--- src/hw/rtl/ibat_pkg.sv ---
// Package for the inode bitmap allocator: payload structs, operation and status codes,
// sequencer states and bitmap word constants. No dependencies.
package ibat_pkg;

   localparam int WORD_BITS = 32;
   localparam int BIT_IDX_W = 5;
   localparam int FUNC_W    = 2;
   localparam int ID_W      = 11;
   localparam int BLK_W     = 32;
   localparam int STATUS_W  = 2;

   localparam logic [FUNC_W-1:0] OP_ALLOC  = 2'd0;
   localparam logic [FUNC_W-1:0] OP_LOOKUP = 2'd1;
   localparam logic [FUNC_W-1:0] OP_FREE   = 2'd2;

   localparam logic [STATUS_W-1:0] ST_OK    = 2'd0;
   localparam logic [STATUS_W-1:0] ST_NORES = 2'd1;
   localparam logic [STATUS_W-1:0] ST_INVAL = 2'd2;

   typedef struct packed {
      logic [FUNC_W-1:0] func;
      logic [ID_W-1:0]   inode_number;
      logic [BLK_W-1:0]  block_number;
   } req_payload_type;

   typedef struct packed {
      logic [STATUS_W-1:0] status;
      logic [ID_W-1:0]     result_inode;
      logic [BLK_W-1:0]    result_block;
   } rsp_payload_type;

   typedef enum logic [2:0] {
      S_CLEAR,
      S_IDLE,
      S_SCAN,
      S_FREE_RD,
      S_FREE_WR,
      S_LOOK_RD,
      S_LOOK_CHK,
      S_RESP
   } state_type;

endpackage

--- src/hw/rtl/ibat_first_zero.sv ---
// Lowest-free-bit finder for one bitmap word; the shared unit of the allocate scan.
// Depends on ibat_pkg for the word width constants.
module ibat_first_zero (
   input  logic [ibat_pkg::WORD_BITS-1:0] word,
   input  logic [ibat_pkg::WORD_BITS-1:0] mask,
   output logic                           found,
   output logic [ibat_pkg::BIT_IDX_W-1:0] bit_idx
);
   import ibat_pkg::*;

   logic [WORD_BITS-1:0] free_bits;
   logic [WORD_BITS-1:0] lowest;

   assign free_bits = ~word & mask;
   // isolate the lowest set bit
   assign lowest    = free_bits & (~free_bits + WORD_BITS'(1));
   assign found     = |free_bits;

   always_comb begin
      bit_idx = '0;
      for (int b = 0; b < WORD_BITS; b++) begin
         if (lowest[b]) begin
            bit_idx = bit_idx | BIT_IDX_W'(b);
         end
      end
   end
endmodule

--- config.mk ---
export PLATFORM = sky130hd
export DESIGN_NAME = ibat_first_zero
export DESIGN_NICKNAME = d
export VERILOG_FILES = /design/src/hw/rtl/ibat_pkg.sv /design/src/hw/rtl/ibat_first_zero.sv
export SDC_FILE = /design/constraint.sdc
export NUM_CORES = 1
export LEC_CHECK = 0
export BUFFER_PORTS_ARGS = -buffer_cell sky130_fd_sc_hd__buf_2
export CAP_MARGIN = 30
export CORE_MARGIN = 2
export CORE_UTILIZATION = 31
export DETAILED_ROUTE_END_ITERATION = 16
export PLACE_DENSITY_LB_ADDON = 0.2
export SLEW_MARGIN = 10
export SYNTH_ARGS = -nofsm -noshare
export SYNTH_HDL_FRONTEND = slang
export SYNTH_SLANG_ARGS = --single-unit
--- constraint.sdc ---
create_clock -name vclk -period 2.14
set_input_delay 0.214 -clock vclk [all_inputs]
set_output_delay 0.214 -clock vclk [all_outputs]
set_load 0.03 [all_outputs]
==> summary.md, run 1 <==
| Metric | Value |
|---|---|
| Buffers on Ports | 70 |
| Final Hold Fails | 0 |
| Final slew viol count | 0 |
| Worst hold path class | input port to primary output |
| Status | finished clean |
| Post-route DRC | 0 |
| Die X | 56.0 um |
| Tcrit/Tclk final | 97.2% |
| Worst-path fanout max | 6 |
| Static Leak | 0.606 nW |
| Max Cap Viol | 0 |
| Tmin final | 2.08 ns |
| Synth area leader | nor2b_1 |
| Die Span Y | 56.0 um |
| Antenna violations before repair | 0 |
| Per-cell routed wire length | 12.0 um |
| # IOs | 70 |
| RSZ-0062 raised after global routing | no |
| Max-slew headroom | 73.3% |
| CP startpoint | mask[20] |
| Die area | 3140 um^2 |
| Synthesized instance count | 119 |
| GRT overflow | 0 |
| Largest cells by area after synthesis | nor2b_1 16%, nand2b_1 8.9%, nor4_4 7.6% |
| Vias in the first global route | 1138 |
| Routed Wire Length | 2690 um |
| Nets | 260 |
| Commonest non-fill, non-tap cell in the layout | buf_2 |
| CP Capture Type | primary output |
| ANT nets after route | 0 |
| Worst Hold Slack | 0.848 ns |
| Vias per cell | 5.17 |
| First-pass GRT wire length | 4650 um |
| Initial DRC count | 24 |
| Largest net degree at the start of global routing | 7 |
| Gr usage total | 17.1% |
| Most frequent cells in the layout | 66 x buf_2, 17 x nor2b_1, 14 x nor2_1 |
| Final setup fails | 0 |
| Mean Syn Cell Area | 7.06 um^2 |
| Worst-Margin Slew | 0.399 ns |
| N_diodes | 0 |
| FFs & Latches | 0 |
| Synth warnings | 0 |
| Startpoint types | input port |
| CTS Hold Bufs | 0 |
| Worst setup path endpoint | bit_idx[4] |
| Design Power | 0.260 mW |
| Row Count | 18 |
| Core ar. | 2520 um^2 |
| Initial Util | 33.3% |
| VDD IR-drop max | 96.1 uV |
| Top-area cell type share of the netlist area | 16.4% |
| Register area share after synthesis | 0% |
| Yosys cell types | 40 |
| Mapped Nets | 183 |
| Crit path required time | 1.93 ns |
| Power density cells | 196 nW/um^2 |
| Fin area | 1320 um^2 |
| Critical path arrival | 1.87 ns |
| Vias | 1157 |
| Storage cell area | 0 um^2 |
| FILL cells | 262 |
| GPL Wtd Cong | 0.904 |
| Share of post-route cells with drive strength above 1 | 48.5% |
| Multi-input gate area | 872 um^2 |
| Area post-placement | 1260 um^2 |
| Mapped cell area | 840 um^2 |
| P&R area growth vs syn | 57.5% |
| Share of the core filled with cells | 52.4% |
| Detailed Place HPWL | 2370 um |
| Setup CP Type | input port to primary output |
| Layout clock buffer count | 0 |
| Final setup TNS | 0 ns |
| First-pass iteration count of the detailed router | 4 |
| Max Fclk | 0.481 GHz |
-- metrics by stage --
step                      setup WS [ns]  instances
after detailed placement        -0.0146        223
after global routing            0.00460        224
after CTS                        0.0203        223
after floorplan                  0.0684        119
after global placement           0.0621        223
final                            0.0608        224
-- kinds of logic after synthesis --
| kind of cell | count (synthesis) | synth area share, % |
|---|---|---|
| compound gates | 31 | 29.5 |
| simple gates | 84 | 68.7 |
| buf+inv | 4 | 1.79 |
-- layer usage --
metal	routed length (um)	up-vias	track usage, %
li1	-	607	-
met1	1090	517	19.6
met2	1460	33	36.3
met3	144	0	0.233
met4	0	0	0
met5	0	-	0
-- worst max-delay path, cell delays in order --
cell,delay [ns]
buf_2,0.09
nor2b_1,0.18
a2111oi_4,0.40
nand3_4,0.17
or3_1,0.42
a41oi_2,0.18
clkbuf_4,0.21
-- cell type report --
type / instances / area share, %
timing repair buffer: 75 / 30.1
multi-input combinational: 115 / 65.9
tap: 30 / 2.84
inverter: 4 / 1.14
-- synth_stat cells, types with 3 or more instances --
master / instances
a21oi_1: 7
inv_1: 4
nor2b_1: 22
nand3_1: 5
nand2b_1: 12
nand2_1: 4
o21ai_0: 3
a41oi_1: 3
nor3_1: 8
nor2_1: 14
nor4_4: 3
-- what timing repair did --
item / 4_1_cts / 5_1_grt
resized for setup: 1 / 17
buffers inserted: 0 / 1
endpoints found under the hold margin: 0 / 0
pin swaps: 1 / 7
setup endpoints to repair: 1 / 4
-- report_power, final --
part | internal [mW] | switching (mW) | total [mW]
clock | 0 | 0 | 0
combinational | 0.126 | 0.134 | 0.260
sequential | 0 | 0 | 0
total | 0.126 | 0.134 | 0.260
-- worst min-delay path by stage --
| stage | cells after the start | start | to | slack (ns) |
|---|---|---|---|---|
| 3_5_place_dp | 4 | mask[31] | found | 0.85 |
| 2_1_floorplan | 2 | mask[31] | found | 0.75 |
| 5_1_grt | 4 | mask[31] | found | 0.94 |
| 6_report | 4 | mask[31] | found | 0.85 |
| 3_3_place_gp | 4 | mask[31] | found | 0.86 |
| 4_1_cts | 4 | mask[31] | found | 0.85 |
Power figures use the tool's default switching activity.
==> inputs of run 2 (changes only) <==
==> constraint.sdc (replaced) <==
create_clock -name vclk -period 2.14
set_input_delay 0.107 -clock vclk [all_inputs]
set_output_delay 0.107 -clock vclk [all_outputs]
set_load 0.03 [all_outputs]
==> run 2 against run 1 <==
Net effect: sequential cell count unchanged; global-route usage shrank 0.52 points; count of clock-buffer cells in the layout is the same; combinational power fell by 7%; utilization down 3.2 points; critical path depth grew 1; power shrank 7.1%; design area is 6.1% lower; hold slack got worse by 0.21 ns; die area is the same; maximum frequency is 7.6% higher; critical path type unchanged; highest routed layer unchanged.
==> summary.md, run 2 (same netlist as run 1, synthesis figures left out) <==
| Metric | Value |
|---|---|
| Crit-path cells | buf_2 -> nor2b_4 -> a2111oi_4 -> nand3_4 -> nor4_4 -> a22oi_1 -> o311ai_1 -> buf_2 |
| N_diodes | 0 (unchanged) |
| Startpoint types | input port |
| Switch share | 53.3% (+1.7 points) |
| Pint | 0.113 mW (-10%) |
| Vias | 1151 (-0.52%) |
| CP Capture Type | primary output |
| Die Span Y | 56.0 um (unchanged) |
| GPL Wtd Cong | 0.904 (about the same) |
| Worst hold path class | input port to primary output |
| Nets | 257 (-1.2%) |
| GRT overflow | 0 (unchanged) |
| Critical path arrival | 1.83 ns (-0.04 ns) |
| Die area | 3140 um^2 (unchanged) |
| Routed Wire Length | 2630 um (-2.5%) |
| Static Leak | 0.567 nW (-6.5%) |
| Initial Util | 33.3% (unchanged) |
| Layout clock buffer count | 0 (unchanged) |
| Clk pwr share | 0% (unchanged) |
| Tmin final | 1.93 ns (-0.146 ns) |
| Tcrit/Tclk final | 90.3% (-6.8 points) |
| Post-route DRC | 0 (unchanged) |
| ANT nets after route | 0 (unchanged) |
| Most frequent CP cell | buf_2 |
| Most frequent cells in the layout | 70 x buf_2, 22 x nor2b_1, 14 x nor2_1 |
| Gr usage total | 16.6% (-0.52 points) |
| Power density cells | 194 nW/um^2 (-1.2%) |
| Hold_sp | mask[31] |
| Max Cap Viol | 0 (unchanged) |
| Status | finished clean |
| Per-cell routed wire length | 11.9 um (-1.2%) |
| First-pass GRT wire length | 4560 um (-1.9%) |
| P&R area growth vs syn | 48.0% |
| Crit path required time | 2.03 ns (+0.10 ns) |
| Core ar. | 2520 um^2 (unchanged) |
| Detailed Place HPWL | 2350 um (-0.68%) |
| First-pass iteration count of the detailed router | 4 (unchanged) |
| Vias in the first global route | 1119 (-1.7%) |
| Worst-path fanout max | 6 (unchanged) |
| Max Fclk | 0.517 GHz (+7.6%) |
| Vias per cell | 5.21 (+0.83%) |
| Final setup TNS | 0 ns (unchanged) |
| Worst-Margin Slew | 0.480 ns (+0.0802 ns) |
| Max-slew headroom | 68.0% (-5.4 points) |
| Worst Hold Slack | 0.640 ns (-0.208 ns) |
| Max stage delay on crit path | 0.43 ns (about the same) |
| Reg power frac | 0% (unchanged) |
| Initial DRC count | 28 (+17%) |
| Final setup fails | 0 (unchanged) |
| CTS Hold Bufs | 0 (unchanged) |
| Fin area | 1240 um^2 (-6.1%) |
| Antenna violations before repair | 0 (unchanged) |
| CP startpoint | mask[19] |
| Final worst setup slack | 0.207 ns (+0.146 ns) |
| FFs & Latches | 0 (unchanged) |
| Comb pwr share | 100.0% (about the same) |
| Commonest non-fill, non-tap cell in the layout | buf_2 |
| RSZ-0062 raised after global routing | no |
| Buffers on Ports | 70 (unchanged) |
| Share of post-route cells with drive strength above 1 | 43.5% (-5.0 points) |
| Post_cts resized | 0 (-1) |
| Setup CP Type | input port to primary output |
| Share of the core filled with cells | 49.3% (-3.2 points) |
| Storage cell area | 0 um^2 (unchanged) |
| FILL cells | 279 (+6.5%) |
| Row Count | 18 (unchanged) |
| Largest net degree at the start of global routing | 7 (unchanged) |
| Area post-placement | 1240 um^2 (-1.2%) |
| Post-CTS setup buffers | 0 (unchanged) |
| VDD IR-drop max | 87.0 uV (-9.4%) |
| Worst slack, placed | 0.186 ns (+0.201 ns) |
| Die X | 56.0 um (unchanged) |
| Final slew viol count | 0 (unchanged) |
| NetSw | 0.129 mW (-4.1%) |
| Slowest CP cell | a2111oi_4 |
| Final Hold Fails | 0 (unchanged) |
| # IOs | 70 (unchanged) |
## run 2: worst max-delay path, delay by kind of cell
family | cells | cell delay [ns]
and+or+nand+nor | 3 | 0.68
AOI/OAI and AO/OA | 3 | 0.71
buffers and inverters | 2 | 0.34
## run 2: cell type report
class	count	area, um^2	area share (%)
Tap cell	30	37.5	3.02
Inverter	4	15.0	1.21
Multi-Input combinational cell	115	825	66.4
Timing Repair Buffer	72	365	29.4
## run 2: path summary, 6_finish.rpt
check,endpoint,slack (ns),depth (start not counted)
min,found,0.64,4
max,bit_idx[3],0.21,8
## run 2: routing by layer
layer | global-route usage [%] | wire length, um
met2 | 33.4 | 1390
met4 | 0 | 0
met5 | 0 | 0
met1 | 20.1 | 1070
met3 | 0.930 | 158
## run 2: through the flow
stage / total power [mW] / std cells
after floorplan: 0.150 / 119
after global placement: 0.237 / 221
after detailed placement: 0.242 / 221
after CTS: 0.243 / 221
after global routing: 0.268 / 221
final: 0.241 / 221
## run 2: power groups by stage
stage          Combinational, mW  Clock [mW]  Sequential, mW
6_report                   0.241           0               0
4_1_cts                    0.243           0               0
5_1_grt                    0.268           0               0
3_3_place_gp               0.237           0               0
3_5_place_dp               0.242           0               0
2_1_floorplan              0.150           0               0
